[config.mk]
export PLATFORM = sky130hd
export DESIGN_NAME = playfair_cipher_encrypt
export DESIGN_NICKNAME = d
export VERILOG_FILES = /design/src/rtl/pf_pkg.sv /design/src/rtl/pf_ctrl.sv /design/src/rtl/pf_datapath.sv /design/src/rtl/playfair_cipher_encrypt.sv
export SDC_FILE = /design/constraint.sdc
export NUM_CORES = 1
export LEC_CHECK = 0
export BUFFER_PORTS_ARGS = -buffer_cell sky130_fd_sc_hd__buf_4
export CORE_MARGIN = 2
export CORE_UTILIZATION = 40
export DETAILED_ROUTE_END_ITERATION = 6
export GPL_ROUTABILITY_DRIVEN = 1
export PLACE_DENSITY = 0.55
export SLEW_MARGIN = 20
export SYNTH_ARGS = -nofsm -noshare
export SYNTH_HDL_FRONTEND = slang
export SYNTH_SLANG_ARGS = --single-unit
[constraint.sdc]
create_clock -name aclk -period 4.6 [get_ports aclk]
set_input_delay 0.92 -clock aclk [delete_from_list [all_inputs] [get_ports aclk]]
set_output_delay 0.92 -clock aclk [all_outputs]
set_load 0.005 [all_outputs]
[src/rtl/pf_pkg.sv]
// ----------------------------------------------------------------------------
// pf_pkg
// Shared types, constants and letter helpers for the playfair encrypt block.
// ----------------------------------------------------------------------------
package pf_pkg;

    localparam int SQUARE_SIDE = 5;
    localparam int CELLS       = SQUARE_SIDE * SQUARE_SIDE;
    localparam int LETTERS     = 26;
    localparam int LTR_W       = $clog2(LETTERS);
    localparam int CELL_W      = $clog2(CELLS + 1);
    localparam int RC_W        = $clog2(SQUARE_SIDE);
    localparam int CMD_W       = 3;
    localparam int BYTE_W      = 8;
    localparam int ASCII_W     = 7;

    localparam logic [LTR_W-1:0]   IDX_I = LTR_W'(8);
    localparam logic [LTR_W-1:0]   IDX_J = LTR_W'(9);
    localparam logic [LTR_W-1:0]   IDX_X = LTR_W'(23);
    localparam logic [ASCII_W-1:0] ASCII_LOWER_A = 7'h61;

    typedef enum logic [CMD_W-1:0] {
        CMD_START_KEY  = 3'd0,
        CMD_KEY_BYTE   = 3'd1,
        CMD_FINISH_KEY = 3'd2,
        CMD_TEXT_BYTE  = 3'd3,
        CMD_END_TEXT   = 3'd4
    } pf_cmd_code_t;

    typedef enum logic [1:0] {
        OUT_X,
        OUT_Y,
        OUT_END
    } pf_out_sel_t;

    typedef struct packed {
        logic        capture;
        logic        clear_key;
        logic        place_key;
        logic        walk_start;
        logic        walk_step;
        logic        set_pending;
        logic        clear_pending;
        logic        pos_read;
        logic        pair_with_x;
        logic        key_read;
        logic        out_load;
        pf_out_sel_t out_sel;
    } pf_cmd_t;

    typedef struct packed {
        logic [CMD_W-1:0] command;
        logic             letter_ok;
        logic             pending_valid;
        logic             same_letter;
        logic             walk_last;
        logic             out_free;
    } pf_status_t;

    function automatic logic is_letter(input logic [BYTE_W-1:0] b);
        return ((b >= 8'h41) && (b <= 8'h5a)) || ((b >= 8'h61) && (b <= 8'h7a));
    endfunction

    function automatic logic [LTR_W-1:0] letter_idx(input logic [BYTE_W-1:0] b);
        logic [BYTE_W-1:0] d;
        logic [LTR_W-1:0]  idx;
        if (b <= 8'h5a) begin
            d = b - 8'h41;
        end else begin
            d = b - 8'h61;
        end
        idx = d[LTR_W-1:0];
        if (idx == IDX_J) begin
            idx = IDX_I;
        end
        return idx;
    endfunction

    function automatic logic [RC_W-1:0] row_of(input logic [CELL_W-1:0] pos);
        logic [RC_W-1:0] row;
        row = '0;
        for (int r = 1; r < SQUARE_SIDE; r++) begin
            if (pos >= CELL_W'(r * SQUARE_SIDE)) begin
                row = RC_W'(r);
            end
        end
        return row;
    endfunction

    function automatic logic [RC_W-1:0] col_of(input logic [CELL_W-1:0] pos);
        logic [CELL_W-1:0] base;
        logic [CELL_W-1:0] diff;
        base = CELL_W'(row_of(pos) * SQUARE_SIDE);
        diff = pos - base;
        return diff[RC_W-1:0];
    endfunction

    function automatic logic [RC_W-1:0] next_rc(input logic [RC_W-1:0] v);
        return (v == RC_W'(SQUARE_SIDE - 1)) ? '0 : RC_W'(v + 1'b1);
    endfunction

    function automatic logic [CELL_W-1:0] cell_of(input logic [RC_W-1:0] row,
                                                  input logic [RC_W-1:0] col);
        return CELL_W'(row * SQUARE_SIDE) + CELL_W'(col);
    endfunction

    function automatic logic [ASCII_W-1:0] to_ascii(input logic [LTR_W-1:0] idx);
        return ASCII_LOWER_A + ASCII_W'(idx);
    endfunction

endpackage

[src/rtl/pf_ctrl.sv]
// ----------------------------------------------------------------------------
// pf_ctrl
// Controller: sequences key loading, key finish walk and pair encryption.
// ----------------------------------------------------------------------------
module pf_ctrl
    import pf_pkg::*;
(
    input  logic       aclk,
    input  logic       aresetn,
    input  logic       s_valid,
    output logic       s_ready,
    input  pf_status_t sts,
    output pf_cmd_t    cmd
);

    typedef enum logic [2:0] {
        ST_IDLE,
        ST_DECODE,
        ST_FILL,
        ST_CELL,
        ST_EMIT_X,
        ST_EMIT_Y,
        ST_EMIT_END
    } state_t;

    state_t state_reg;
    state_t state_next;
    logic   s_ready_reg;

    assign s_ready = s_ready_reg;

    always_comb begin
        cmd        = '0;
        state_next = state_reg;
        case (state_reg)
            ST_IDLE: begin
                if (s_valid && s_ready_reg) begin
                    cmd.capture = 1'b1;
                    state_next  = ST_DECODE;
                end
            end
            ST_DECODE: begin
                case (sts.command)
                    CMD_START_KEY: begin
                        cmd.clear_key = 1'b1;
                        state_next    = ST_IDLE;
                    end
                    CMD_KEY_BYTE: begin
                        cmd.place_key = sts.letter_ok;
                        state_next    = ST_IDLE;
                    end
                    CMD_FINISH_KEY: begin
                        cmd.walk_start = 1'b1;
                        state_next     = ST_FILL;
                    end
                    CMD_TEXT_BYTE: begin
                        if (!sts.letter_ok) begin
                            state_next = ST_IDLE;
                        end else if (!sts.pending_valid) begin
                            cmd.set_pending = 1'b1;
                            state_next      = ST_IDLE;
                        end else begin
                            cmd.pos_read      = 1'b1;
                            cmd.pair_with_x   = sts.same_letter;
                            cmd.clear_pending = !sts.same_letter;
                            state_next        = ST_CELL;
                        end
                    end
                    CMD_END_TEXT: begin
                        if (sts.pending_valid) begin
                            cmd.pos_read      = 1'b1;
                            cmd.pair_with_x   = 1'b1;
                            cmd.clear_pending = 1'b1;
                            state_next        = ST_CELL;
                        end else begin
                            state_next = ST_EMIT_END;
                        end
                    end
                    default: begin
                        state_next = ST_IDLE;
                    end
                endcase
            end
            ST_FILL: begin
                cmd.walk_step = 1'b1;
                if (sts.walk_last) begin
                    state_next = ST_IDLE;
                end
            end
            ST_CELL: begin
                cmd.key_read = 1'b1;
                state_next   = ST_EMIT_X;
            end
            ST_EMIT_X: begin
                cmd.out_sel = OUT_X;
                if (sts.out_free) begin
                    cmd.out_load = 1'b1;
                    state_next   = ST_EMIT_Y;
                end
            end
            ST_EMIT_Y: begin
                cmd.out_sel = OUT_Y;
                if (sts.out_free) begin
                    cmd.out_load = 1'b1;
                    state_next   = ST_IDLE;
                end
            end
            ST_EMIT_END: begin
                cmd.out_sel = OUT_END;
                if (sts.out_free) begin
                    cmd.out_load = 1'b1;
                    state_next   = ST_IDLE;
                end
            end
            default: begin
                state_next = ST_IDLE;
            end
        endcase
    end

    always_ff @(posedge aclk) begin
        if (!aresetn) begin
            state_reg   <= ST_IDLE;
            s_ready_reg <= 1'b1;
        end else begin
            state_reg   <= state_next;
            s_ready_reg <= (state_next == ST_IDLE);
        end
    end

endmodule

[src/rtl/pf_datapath.sv]
// ----------------------------------------------------------------------------
// pf_datapath
// Datapath: key square and position stores, pending letter, pair lookup
// and the result register.
// ----------------------------------------------------------------------------
module pf_datapath
    import pf_pkg::*;
(
    input  logic                aclk,
    input  logic                aresetn,
    input  logic [CMD_W-1:0]    s_command,
    input  logic [BYTE_W-1:0]   s_input_byte,
    input  pf_cmd_t             cmd,
    output pf_status_t          sts,
    output logic                m_valid,
    input  logic                m_ready,
    output logic [ASCII_W-1:0]  m_cipher_letter,
    output logic                m_has_letter,
    output logic                m_is_last
);

    logic [LTR_W-1:0]  key_square_mem [CELLS];
    logic [CELL_W-1:0] letter_position_mem [LETTERS];

    logic [LETTERS-1:0] used_reg;
    logic [CELL_W-1:0]  fill_count_reg;
    logic [LTR_W-1:0]   walk_k_reg;
    logic               pending_valid_reg;
    logic [LTR_W-1:0]   pending_letter_reg;
    logic [CMD_W-1:0]   cmd_code_reg;
    logic               letter_ok_reg;
    logic [LTR_W-1:0]   letter_reg;
    logic [CELL_W-1:0]  pos_a_reg;
    logic [CELL_W-1:0]  pos_b_reg;
    logic [LTR_W-1:0]   ltr_x_reg;
    logic [LTR_W-1:0]   ltr_y_reg;
    logic               m_valid_reg;
    logic [ASCII_W-1:0] m_cipher_letter_reg;
    logic               m_has_letter_reg;
    logic               m_is_last_reg;

    logic [LTR_W-1:0]  place_idx;
    logic              place_go;
    logic [LTR_W-1:0]  addr_b;
    logic [RC_W-1:0]   r1, c1, r2, c2;
    logic [CELL_W-1:0] cell_x, cell_y;
    logic              out_free;

    assign out_free = !m_valid_reg || m_ready;

    assign sts.command       = cmd_code_reg;
    assign sts.letter_ok     = letter_ok_reg;
    assign sts.pending_valid = pending_valid_reg;
    assign sts.same_letter   = (letter_reg == pending_letter_reg);
    assign sts.walk_last     = (walk_k_reg == LTR_W'(LETTERS - 1));
    assign sts.out_free      = out_free;

    // placement of one letter, from a key byte or the finish walk
    assign place_idx = cmd.walk_step ? walk_k_reg : letter_reg;
    assign place_go  = (cmd.place_key || (cmd.walk_step && (walk_k_reg != IDX_J)))
                       && !used_reg[place_idx] && (fill_count_reg < CELL_W'(CELLS));

    assign addr_b = cmd.pair_with_x ? IDX_X : letter_reg;

    // row, column and rectangle rules
    assign r1 = row_of(pos_a_reg);
    assign c1 = col_of(pos_a_reg);
    assign r2 = row_of(pos_b_reg);
    assign c2 = col_of(pos_b_reg);

    always_comb begin
        if (r1 == r2) begin
            cell_x = cell_of(r1, next_rc(c1));
            cell_y = cell_of(r2, next_rc(c2));
        end else if (c1 == c2) begin
            cell_x = cell_of(next_rc(r1), c1);
            cell_y = cell_of(next_rc(r2), c2);
        end else begin
            cell_x = cell_of(r1, c2);
            cell_y = cell_of(r2, c1);
        end
    end

    always_ff @(posedge aclk) begin
        if (place_go) begin
            key_square_mem[fill_count_reg]  <= place_idx;
            letter_position_mem[place_idx]  <= fill_count_reg;
        end
        if (cmd.pos_read) begin
            pos_a_reg <= letter_position_mem[pending_letter_reg];
            pos_b_reg <= letter_position_mem[addr_b];
        end
        if (cmd.key_read) begin
            ltr_x_reg <= key_square_mem[cell_x];
            ltr_y_reg <= key_square_mem[cell_y];
        end
        if (cmd.capture) begin
            letter_ok_reg <= is_letter(s_input_byte);
            letter_reg    <= letter_idx(s_input_byte);
        end
        if (cmd.walk_start) begin
            walk_k_reg <= '0;
        end else if (cmd.walk_step) begin
            walk_k_reg <= walk_k_reg + 1'b1;
        end
        if (cmd.out_load) begin
            case (cmd.out_sel)
                OUT_X: begin
                    m_cipher_letter_reg <= to_ascii(ltr_x_reg);
                    m_has_letter_reg    <= 1'b1;
                    m_is_last_reg       <= 1'b0;
                end
                OUT_Y: begin
                    m_cipher_letter_reg <= to_ascii(ltr_y_reg);
                    m_has_letter_reg    <= 1'b1;
                    m_is_last_reg       <= (cmd_code_reg == CMD_END_TEXT);
                end
                OUT_END: begin
                    m_cipher_letter_reg <= '0;
                    m_has_letter_reg    <= 1'b0;
                    m_is_last_reg       <= 1'b1;
                end
                default: begin
                    m_cipher_letter_reg <= '0;
                    m_has_letter_reg    <= 1'b0;
                    m_is_last_reg       <= 1'b0;
                end
            endcase
        end
    end

    always_ff @(posedge aclk) begin
        if (!aresetn) begin
            used_reg           <= '0;
            fill_count_reg     <= '0;
            pending_valid_reg  <= 1'b0;
            pending_letter_reg <= '0;
            cmd_code_reg       <= '0;
            m_valid_reg        <= 1'b0;
        end else begin
            if (cmd.capture) begin
                cmd_code_reg <= s_command;
            end
            if (cmd.clear_key) begin
                used_reg           <= '0;
                fill_count_reg     <= '0;
                pending_valid_reg  <= 1'b0;
                pending_letter_reg <= '0;
            end else begin
                if (place_go) begin
                    used_reg[place_idx] <= 1'b1;
                    fill_count_reg      <= fill_count_reg + 1'b1;
                end
                if (cmd.set_pending) begin
                    pending_valid_reg  <= 1'b1;
                    pending_letter_reg <= letter_reg;
                end else if (cmd.clear_pending) begin
                    pending_valid_reg  <= 1'b0;
                    pending_letter_reg <= '0;
                end
            end
            if (cmd.out_load) begin
                m_valid_reg <= 1'b1;
            end else if (m_ready) begin
                m_valid_reg <= 1'b0;
            end
        end
    end

    assign m_valid         = m_valid_reg;
    assign m_cipher_letter = m_cipher_letter_reg;
    assign m_has_letter    = m_has_letter_reg;
    assign m_is_last       = m_is_last_reg;

endmodule

[src/rtl/playfair_cipher_encrypt.sv]
// order: a text byte that completes a pair has its positions read, then its key
//   cells, then emits its first and second letter as the result frees; end text alone emits the end marker
// throughput: one item at a time; finish key walks the alphabet one letter per cycle
// reset: synchronous active low aresetn clears the controller, the used letter
//   flags, fill count, pending letter and the valid flag of the result register
// ----------------------------------------------------------------------------
// playfair_cipher_encrypt
// Playfair 5x5 encryption over a byte stream of key and text commands.
// ----------------------------------------------------------------------------
module playfair_cipher_encrypt
    import pf_pkg::*;
(
    input  logic               aclk,
    input  logic               aresetn,
    input  logic               s_valid,
    output logic               s_ready,
    input  logic [CMD_W-1:0]   s_command,
    input  logic [BYTE_W-1:0]  s_input_byte,
    output logic               m_valid,
    input  logic               m_ready,
    output logic [ASCII_W-1:0] m_cipher_letter,
    output logic               m_has_letter,
    output logic               m_is_last
);

    pf_cmd_t    cmd;
    pf_status_t sts;

    pf_ctrl u_ctrl (
        .aclk    (aclk),
        .aresetn (aresetn),
        .s_valid (s_valid),
        .s_ready (s_ready),
        .sts     (sts),
        .cmd     (cmd)
    );

    pf_datapath u_datapath (
        .aclk            (aclk),
        .aresetn         (aresetn),
        .s_command       (s_command),
        .s_input_byte    (s_input_byte),
        .cmd             (cmd),
        .sts             (sts),
        .m_valid         (m_valid),
        .m_ready         (m_ready),
        .m_cipher_letter (m_cipher_letter),
        .m_has_letter    (m_has_letter),
        .m_is_last       (m_is_last)
    );

endmodule

==> results of run 1 <==
-- worst max-delay path, delay by kind of cell (launching register included) --
family / cells / cell delay [ps]
simple gates: 7 / 790
xor+xnor: 1 / 190
compound gates: 7 / 1210
fa+ha+maj: 4 / 990
buf+inv: 8 / 870
flops: 1 / 500
-- layout by cell type, fill, tap and decap left out, types with 38 or more instances in the layout --
cell / instances
sky130_fd_sc_hd__a21oi_1: 78
sky130_fd_sc_hd__buf_4: 169
sky130_fd_sc_hd__clkbuf_16: 41
sky130_fd_sc_hd__dfxtp_1: 48
sky130_fd_sc_hd__edfxtp_1: 290
sky130_fd_sc_hd__ha_1: 39
sky130_fd_sc_hd__mux2_2: 38
sky130_fd_sc_hd__mux2i_1: 71
sky130_fd_sc_hd__mux4_2: 47
sky130_fd_sc_hd__nand2_1: 185
sky130_fd_sc_hd__nand3_1: 44
sky130_fd_sc_hd__nor2_1: 99
-- per-layer routing --
metal	share of wire (%)	up-vias	track usage [%]
li1	-	5975	-
met1	44	6453	30.8
met3	8.2	87	5.06
met2	45	530	34.1
met5	0	-	0
met4	2.4	0	6.55
-- stage by stage --
stage	instance area, um2	power [W]	cells	setup WS (ps)	utilization [%]
3_3_place_gp	19900	0.00392	2174	-482	44.9
4_1_cts	21600	0.00699	2255	-231	48.5
3_5_place_dp	19900	0.00392	2174	-563	44.9
5_1_grt	22000	0.00717	2271	-459	49.5
6_report	22000	0.00694	2271	-247	49.5
2_1_floorplan	18300	0.00373	1497	-78.3	-
-- final cells by class --
class | count | area [um2]
fill | 3885 | 22400
sequential | 340 | 9710
multi-input combinational | 1031 | 8350
timing repair buffer | 196 | 1730
clock buffer | 47 | 1030
tap | 592 | 741
clock inverter | 23 | 256
inverter | 42 | 158
-- power by group --
group | internal, W | leakage [nW] | switching [W]
Clock | 0.00174 | 0.605 | 0.00134
Combinational | 0.000137 | 4.08 | 0.000300
Sequential | 0.00339 | 3.13 | 0.0000366
Total | 0.00526 | 7.81 | 0.00167
-- cell families (layout without fill, tap and decap cells) --
| kind of cell | after synthesis | count (layout) | synth area share, % |
|---|---|---|---|
| AOI/OAI and AO/OA | 301 | 301 | 11.4 |
| muxes | 162 | 162 | 12.5 |
| and+or+nand+nor | 472 | 473 | 12.8 |
| buffers and inverters | 127 | 308 | 3.48 |
| adders and majority gates | 59 | 59 | 4.38 |
| xor gates and xnor gates | 36 | 36 | 1.78 |
| DFF | 340 | 340 | 53.6 |
-- worst paths after layout --
check	start	endpoint	slack [ps]	cells after the start
max	u_datapath.pos_a_reg[1]	u_datapath.ltr_x_reg[0]	-250	27
min	u_datapath.used_reg[19]	u_datapath.used_reg[19]	460	1
max reg2reg	u_datapath.pos_a_reg[1]	u_datapath.ltr_x_reg[0]	-250	27
min reg2reg	u_datapath.used_reg[19]	u_datapath.used_reg[19]	460	1
-- what timing repair did --
item | 4_1_cts | 5_1_grt
pin swaps | 13 | 26
gates resized for setup | 45 | 55
gates cloned | 1 | 4
setup endpoints to repair | 10 | 12
endpoints found under the hold margin | 0 | 0
setup buffers | 10 | 14
==> flow_metrics.env, run 1 <==
export IMPL_tritoncts="yes"
export IMPL_post_dr_vias_cell=5.74
export IMPL_ys_top_cells_by_area="sky130_fd_sc_hd__edfxtp_1, sky130_fd_sc_hd__mux4_2, sky130_fd_sc_hd__dfxtp_1"
export IMPL_crit_arrival_ps=5160
export IMPL_clock_insertion_delay_worst_skew_ps=580
export IMPL_setup_violations_final=10
export IMPL_dpl_hpwl_um=35700
export IMPL_ys_types=84
export IMPL_wire_length_of_the_first_global_routing_pass_um=78100
export IMPL_synth_avg_cell_area_um2=12.1
export IMPL_hp_class="reg -> reg"
export IMPL_floorplan_die_width_um=217
export IMPL_clk_root_buffer_cell="sky130_fd_sc_hd__clkbuf_16"
export IMPL_run_status="finished with violations"
export IMPL_synth_fp_nets=1569
export IMPL_ys_dominant_reg_cell="sky130_fd_sc_hd__edfxtp_1"
export IMPL_critPathMaxStageDelay_ps=500
export IMPL_endpoint_type_of_the_worst_setup_path="register"
export IMPL_layout_cells_sized_above_1_pct=28.4
export IMPL_grt_start_max_net_pins=38
export IMPL_synthMostInstantiatedCell="sky130_fd_sc_hd__edfxtp_1"
export IMPL_layout_setup_ws_ps=-247
export IMPL_initial_antenna_violation_count=0
export IMPL_yosysTopAreaCellShare_pct=48.1
export IMPL_slew_headroom_pct=37.2
export IMPL_share_of_the_cycle_needed_by_the_critical_path_after_routing_pct=105
export IMPL_final_setup_tns_ps=-1690
export IMPL_via_count_of_the_first_global_routing_pass=13000
export IMPL_fmax_mhz=206
export IMPL_synthArstFlopShare_pct=0
export IMPL_n_antenna_cell=0
export IMPL_synth_warnings=0
export IMPL_critical_path_required_ps=4910
export IMPL_num_rows=77
export IMPL_drt_initial_drc_count=1342
export IMPL_worst_hold_margin_ps=458
export IMPL_report_final_slew_viol_count=0
export IMPL_num_nets_final=1722
export IMPL_tightestPinTransition_ps=941
export IMPL_seq_area_frac_synth_pct=53.6
export IMPL_cts_hold_buffers=0
export IMPL_critical_path_max_fanout=6
export IMPL_clk_pin_slew_ps=60
export IMPL_post_synth_instance_area_um2=18100
export IMPL_routabilityCongestion=0.923
export IMPL_hold_viol_final=0
export IMPL_timing_final_crit_period_ps=4850
export IMPL_coreArea_um2=44400
export IMPL_drv_max_cap_violation_count=0
export IMPL_ir_drop_mv=0.314
export IMPL_track_usage_pct=22.0
export IMPL_power_leakage_nw=7.81
export IMPL_power_density_nw_per_um2=316
export IMPL_critical_path_class="reg -> reg"
export IMPL_port_buffers=25
export IMPL_die_height_um=217
export IMPL_routed_wl_um=51900
export IMPL_synth_common_cells="sky130_fd_sc_hd__edfxtp_1, sky130_fd_sc_hd__nand2_1, sky130_fd_sc_hd__nor2_1"
export IMPL_critical_path_slowest_cell="sky130_fd_sc_hd__edfxtp_1"
export IMPL_clock_skew_final_ps=33.3
export IMPL_clock_tree_htree_level_count=2
export IMPL_gr_total_overflow=0
export IMPL_cts_buffers=39
export IMPL_syn2layout_area_growth_pct=21.4
export IMPL_critPathLaunchType="register"
export IMPL_drt_pass1_iter_count=5
export IMPL_number_of_storage_elements_in_the_synthesis_netlist=340
export IMPL_failed_checks="setup timing"
export IMPL_via_count=13000
export IMPL_wl_per_cell_um=22.9
export IMPL_largest_register_ff_count=130
export IMPL_cts_max_path_buffers=3
export IMPL_die_area_um2=47000
export IMPL_drt_antenna_violating_nets=0
export IMPL_remaining_drc_errors=0
export IMPL_synth_edff_count=290
export IMPL_initial_core_utilization_pct=40.8
export IMPL_synth_top_area_cell="sky130_fd_sc_hd__edfxtp_1"
export IMPL_grt_setup_unrepaired="yes"
export IMPL_io_pin_count=26
export IMPL_synth_cells=1497
export IMPL_cts_sink_count=340
Power figures use the tool's default switching activity.
==> run 2, diff against run 1 <==
==> constraint.sdc (replaced) <==
create_clock -name aclk -period 4.4 [get_ports aclk]
set_input_delay 0.88 -clock aclk [delete_from_list [all_inputs] [get_ports aclk]]
set_output_delay 0.88 -clock aclk [all_outputs]
set_load 0.005 [all_outputs]
==> flow_metrics.env, run 2 (synthesized netlist as in run 1, its figures left out) <==
export IMPL_run_status="finished with violations"
export IMPL_failed_checks="setup timing"
export IMPL_share_of_the_cycle_needed_by_the_critical_path_after_routing_pct=111
export IMPL_num_rows=77
export IMPL_setup_violations_final=10
export IMPL_n_antenna_cell=0
export IMPL_dpl_hpwl_um=36500
export IMPL_critical_path_max_fanout=5
export IMPL_grt_start_max_net_pins=39
export IMPL_post_dr_vias_cell=5.65
export IMPL_slew_headroom_pct=32.2
export IMPL_hold_viol_final=0
export IMPL_drt_antenna_violating_nets=0
export IMPL_switchingPower_w=0.00169
export IMPL_leading_cell_type_in_the_layout_fill_and_taps_excluded="sky130_fd_sc_hd__edfxtp_1"
export IMPL_remaining_drc_errors=0
export IMPL_hold_path_depth=1
export IMPL_layout_area_seq_um2=9710
export IMPL_routed_wl_um=51700
export IMPL_port_buffers=25
export IMPL_clock_tree_htree_level_count=2
export IMPL_met3_length_um=3090
export IMPL_p_int_w=0.00555
export IMPL_worst_hold_margin_ps=459
export IMPL_ir_drop_mv=0.297
export IMPL_wl_per_cell_um=22.6
export IMPL_fmax_mhz=205
export IMPL_grt_setup_unrepaired="yes"
export IMPL_cts_max_path_buffers=3
export IMPL_route_met2_wl_um=24500
export IMPL_via_count_of_the_first_global_routing_pass=12900
export IMPL_via_count=12900
export IMPL_report_final_slew_viol_count=0
export IMPL_clock_insertion_delay_worst_skew_ps=570
export IMPL_clk_root_buffer_cell="sky130_fd_sc_hd__clkbuf_16"
export IMPL_rr_worst_depth=21
export IMPL_tightestPinTransition_ps=1010
export IMPL_area_of_combinational_cells_with_multiple_inputs_um2=8180
export IMPL_power_leakage_nw=7.85
export IMPL_io_pin_count=26
export IMPL_critical_path_slowest_cell="sky130_fd_sc_hd__edfxtp_1"
export IMPL_tritoncts="yes"
export IMPL_critical_path_reg2reg_startpoint="u_datapath.pos_a_reg[1]"
export IMPL_clock_skew_final_ps=31.1
export IMPL_wire_length_of_the_first_global_routing_pass_um=78900
export IMPL_critPathLaunchType="register"
export IMPL_critPathMaxStageDelay_ps=500
export IMPL_critical_path_class="reg -> reg"
export IMPL_timing_final_crit_period_ps=4870
export IMPL_layout_setup_ws_ps=-472
export IMPL_r2r_setup_slack_ps=-470
export IMPL_syn2layout_area_growth_pct=20.8
export IMPL_num_nets_final=1739
export IMPL_power_density_nw_per_um2=331
export IMPL_crit_arrival_ps=5180
export IMPL_cp_cell_sequence="nor2b_4, o21ai_2, a221o_1, and2_4, ha_4, inv_2, fa_2, nor2_2, a221o_1, nor3b_4, ha_1, ha_1, a21o_1, a21oi_2, xnor2_1, mux2_4, mux2_4, buf_12, nor3_4, a21boi_0, nor4_2"
export IMPL_drv_max_cap_violation_count=0
export IMPL_seqPwrFrac_pct=49.5
export IMPL_clk_pin_slew_ps=60
export IMPL_routabilityCongestion=0.871
export IMPL_topRoutingLayerUsed="met4"
export IMPL_drt_pass1_iter_count=5
export IMPL_die_area_um2=47000
export IMPL_hp_class="reg -> reg"
export IMPL_drt_initial_drc_count=1146
export IMPL_critical_path_required_ps=4710
export IMPL_min_from="u_datapath.used_reg[19]"
export IMPL_worst_r2r_endpoint="u_datapath.ltr_x_reg[0]"
export IMPL_coreArea_um2=44400
export IMPL_timing_hold_worst_endpoint="u_datapath.used_reg[19]"
export IMPL_die_height_um=217
export IMPL_p_sw_share_pct=23.4
export IMPL_initial_core_utilization_pct=40.8
export IMPL_gr_total_overflow=0
export IMPL_m1WireLength_um=22500
export IMPL_track_usage_pct=22.3
export IMPL_layout_cells_sized_above_1_pct=27.8
export IMPL_cts_buffers=40
export IMPL_p_clk_share_pct=44.3
export IMPL_cts_sink_count=340
export IMPL_utilization_pct=49.2
export IMPL_endpoint_type_of_the_worst_setup_path="register"
export IMPL_fillers=3879
export IMPL_largest_register_ff_count=130
export IMPL_floorplan_die_width_um=217
export IMPL_power_combinational_fraction_pct=6.2
export IMPL_initial_antenna_violation_count=0
export IMPL_most_common_layout_cells="sky130_fd_sc_hd__edfxtp_1, sky130_fd_sc_hd__buf_4, sky130_fd_sc_hd__nand2_1"
[run 2: worst max-delay path: cells and delay by family (launching register included)]
kind                       cells  cell delay, ps
muxes                          2             590
AOI/OAI and AO/OA              6            1310
buffers and inverters          2             190
DFF                            1             500
and+or+nand+nor                6             990
xor gates and xnor gates       1              70
adders and majority gates      4             970
[run 2: layer usage]
layer	vias up	track usage, %
li1	6015	-
met5	-	0
met1	6395	30.2
met3	92	3.90
met2	435	36.4
met4	0	7.24
[run 2: stage by stage]
| stage | instances | total power (W) | setup TNS, ps | setup slack, ps | area [um2] |
|---|---|---|---|---|---|
| 2_1_floorplan | 1497 | 0.00390 | -2280 | -278 | 18300 |
| 3_3_place_gp | 2198 | 0.00409 | -4490 | -680 | 20100 |
| 3_5_place_dp | 2198 | 0.00410 | -5010 | -771 | 20100 |
| 4_1_cts | 2280 | 0.00731 | -4200 | -505 | 21600 |
| 5_1_grt | 2290 | 0.00749 | -6440 | -779 | 21900 |
| 6_report | 2290 | 0.00724 | -4160 | -472 | 21900 |
[run 2: what timing repair did]
item	in CTS	in global routing
endpoints found under the setup margin	10	10
setup buffers	8	11
gates cloned	1	0
pin swaps	16	33
hold buffers	0	0
resized for setup	27	45
[run 2: cell type report]
type | instances | share of cell area (%)
repair buffers | 213 | 8.24
multi-input cells | 1030 | 37.4
clock inverters | 19 | 0.864
well taps | 592 | 3.39
flip-flops and latches | 340 | 44.4
inverters | 42 | 0.721
clock buffers | 54 | 4.95
[run 2: worst max-delay path by stage]
| stage | startpoint | endpoint | slack [ps] | depth (start not counted) |
|---|---|---|---|---|
| 3_3_place_gp | u_datapath.pos_a_reg[1] | u_datapath.ltr_x_reg[0] | -680 | 20 |
| 3_5_place_dp | u_datapath.pos_a_reg[1] | u_datapath.ltr_x_reg[1] | -770 | 21 |
| 6_report | u_datapath.pos_a_reg[1] | u_datapath.ltr_x_reg[0] | -470 | 21 |
| 4_1_cts | u_datapath.pos_a_reg[1] | u_datapath.ltr_x_reg[0] | -510 | 22 |
| 5_1_grt | u_datapath.pos_a_reg[1] | u_datapath.ltr_x_reg[0] | -780 | 21 |
| 2_1_floorplan | u_datapath.pos_a_reg[3] | u_datapath.ltr_x_reg[2] | -280 | 21 |
[run 2: power by group through the flow]
| stage | clock, W | combinational [W] | sequential [W] |
|---|---|---|---|
| after floorplan | 0 | 0.000265 | 0.00363 |
| after global placement | 0 | 0.000447 | 0.00365 |
| final | 0.00321 | 0.000451 | 0.00358 |
| after global routing | 0.00342 | 0.000490 | 0.00358 |
| after detailed placement | 0 | 0.000450 | 0.00365 |
| after CTS | 0.00328 | 0.000452 | 0.00358 |
==> run 3, diff against run 2 <==
--- a/config.mk
+++ b/config.mk
@@ -10,7 +10,7 @@
 export CORE_UTILIZATION = 40
 export DETAILED_ROUTE_END_ITERATION = 6
 export GPL_ROUTABILITY_DRIVEN = 1
-export PLACE_DENSITY = 0.55
+export PLACE_DENSITY_LB_ADDON = 0.08
 export SLEW_MARGIN = 20
 export SYNTH_ARGS = -nofsm -noshare
 export SYNTH_HDL_FRONTEND = slang
==> flow_metrics.env, run 3 (synthesized netlist as in run 1, its figures left out) <==
export IMPL_gr_total_overflow=0
export IMPL_most_common_layout_cells="sky130_fd_sc_hd__edfxtp_1, sky130_fd_sc_hd__buf_4, sky130_fd_sc_hd__nand2_1"
export IMPL_cts_max_path_buffers=3
export IMPL_wl_per_cell_um=23.8
export IMPL_hold_viol_final=0
export IMPL_tightestPinTransition_ps=1130
export IMPL_via_count=13100
export IMPL_fmax_mhz=207
export IMPL_critical_path_required_ps=4700
export IMPL_drv_max_cap_violation_count=0
export IMPL_coreArea_um2=44400
export IMPL_num_nets_final=1751
export IMPL_gr_usage_met1_pct=33.4
export IMPL_wire_length_of_the_first_global_routing_pass_um=82800
export IMPL_clock_insertion_delay_worst_skew_ps=560
export IMPL_run_status="finished with violations"
export IMPL_worst_hold_margin_ps=460
export IMPL_groute_layer_met3_usage_pct=3.91
export IMPL_die_area_um2=47000
export IMPL_slew_headroom_pct=24.0
export IMPL_critical_path_max_fanout=5
export IMPL_port_buffers=25
export IMPL_tritoncts="yes"
export IMPL_via_count_of_the_first_global_routing_pass=13300
export IMPL_endpoint_type_of_the_worst_setup_path="register"
export IMPL_drt_initial_drc_count=1135
export IMPL_drt_pass1_iter_count=5
export IMPL_hp_class="reg -> reg"
export IMPL_track_usage_pct=23.5
export IMPL_setup_violations_final=10
export IMPL_clk_root_buffer_cell="sky130_fd_sc_hd__clkbuf_16"
export IMPL_post_dp_cell_area_um2=20200
export IMPL_cp_cell_sequence="maj3_2, a211o_1, and2_4, ha_4, inv_2, fa_2, nor2_2, a221o_1, nor3_4, buf_6, mux2_4, ha_4, xor2_2, nor2_2, or2_4, buf_12, buf_4, buf_4, a21oi_1, a221oi_1, a21oi_1, a211oi_2"
export IMPL_initial_core_utilization_pct=40.8
export IMPL_timing_final_crit_period_ps=4820
export IMPL_ir_drop_mv=0.284
export IMPL_report_final_slew_viol_count=0
export IMPL_cts_buffers=41
export IMPL_critical_path_buf_inv_count=5
export IMPL_critical_path_class="reg -> reg"
export IMPL_critPathMaxStageDelay_ps=410
export IMPL_gr_busiest_metal="met2"
export IMPL_cpLargestDelayFamily="compound AO/OA/AOI/OAI gates"
export IMPL_initial_antenna_violation_count=0
export IMPL_largest_register_ff_count=130
export IMPL_remaining_drc_errors=0
export IMPL_floorplan_die_width_um=217
export IMPL_grt_setup_unrepaired="yes"
export IMPL_die_height_um=217
export IMPL_failed_checks="setup timing"
export IMPL_clock_skew_final_ps=20.5
export IMPL_critical_path_slowest_cell="sky130_fd_sc_hd__edfxtp_1"
export IMPL_cts_sink_count=340
export IMPL_final_setup_tns_ps=-3750
export IMPL_grt_start_max_net_pins=38
export IMPL_drt_antenna_violating_nets=0
export IMPL_num_rows=77
export IMPL_clock_tree_htree_level_count=2
export IMPL_io_pin_count=26
export IMPL_met2_demand_to_capacity_share_in_global_routing_pct=37.4
export IMPL_n_antenna_cell=0
export IMPL_cts_hold_buffers=0
export IMPL_layout_setup_ws_ps=-421
export IMPL_critPathLaunchType="register"
export IMPL_power_leakage_nw=8.04
export IMPL_dpl_hpwl_um=38500
export IMPL_post_route_cell_area_um2=22300
export IMPL_leading_cell_type_in_the_layout_fill_and_taps_excluded="sky130_fd_sc_hd__edfxtp_1"
export IMPL_routed_wl_um=54900
export IMPL_clk_pin_slew_ps=60
export IMPL_layout_cells_sized_above_1_pct=29.8
export IMPL_syn2layout_area_growth_pct=23.1
export IMPL_share_of_the_cycle_needed_by_the_critical_path_after_routing_pct=110
export IMPL_post_dr_vias_cell=5.69
export IMPL_power_density_nw_per_um2=341
export IMPL_crit_arrival_ps=5120
export IMPL_routabilityCongestion=0.943
## run 3: cell types whose count changed in the layout (fill, tap and decap cells not counted), sizes merged
cell and change:
clkinvlp -2, buf +10, clkbuf -2, clkinv +5, bufbuf +1, inv -2
bufinv +4
## run 3: cell type report
type / count / area [um2]
Sequential cell: 340 / 9710
Timing Repair Buffer: 224 / 1910
Tap cell: 592 / 741
Clock buffer: 52 / 1140
Clock inverter: 24 / 280
Fill cell: 3896 / 22100
Inverter: 42 / 158
Multi-Input combinational cell: 1030 / 8350
## run 3: path summary, 6_finish.rpt
| kind | startpoint | to | slack (ps) | cells past startpoint |
|---|---|---|---|---|
| min | u_datapath.used_reg[8] | u_datapath.used_reg[8] | 460 | 1 |
| max | u_datapath.pos_b_reg[1] | u_datapath.ltr_y_reg[4] | -420 | 22 |
| min reg2reg | u_datapath.used_reg[8] | u_datapath.used_reg[8] | 460 | 1 |
| max reg2reg | u_datapath.pos_b_reg[1] | u_datapath.ltr_y_reg[4] | -420 | 22 |
## run 3: metal layers
layer	share of wire, %	wire length (um)
met3	5.9	3250
met2	46	25400
met4	2.5	1360
met5	0	0
met1	45	24900
## run 3: timing repair
item,CTS,global route
buffers inserted,13,7
cloned,2,0
setup endpoints to repair,10,10
pin swaps,29,28
gates resized for setup,61,53
## run 3: stage by stage
step	cells	util (%)	setup slack (ps)	power, W
after global placement	2207	45.4	-695	0.00411
final	2304	50.2	-421	0.00761
after floorplan	1497	-	-278	0.00390
after CTS	2298	49.5	-458	0.00768
after global routing	2304	50.2	-674	0.00784
after detailed placement	2207	45.4	-772	0.00411
## run 3: power by group
group / switching (W) / internal (W) / leakage [nW]
Clock: 0.00137 / 0.00219 / 0.687
Sequential: 0.0000425 / 0.00354 / 3.13
Combinational: 0.000313 / 0.000146 / 4.22
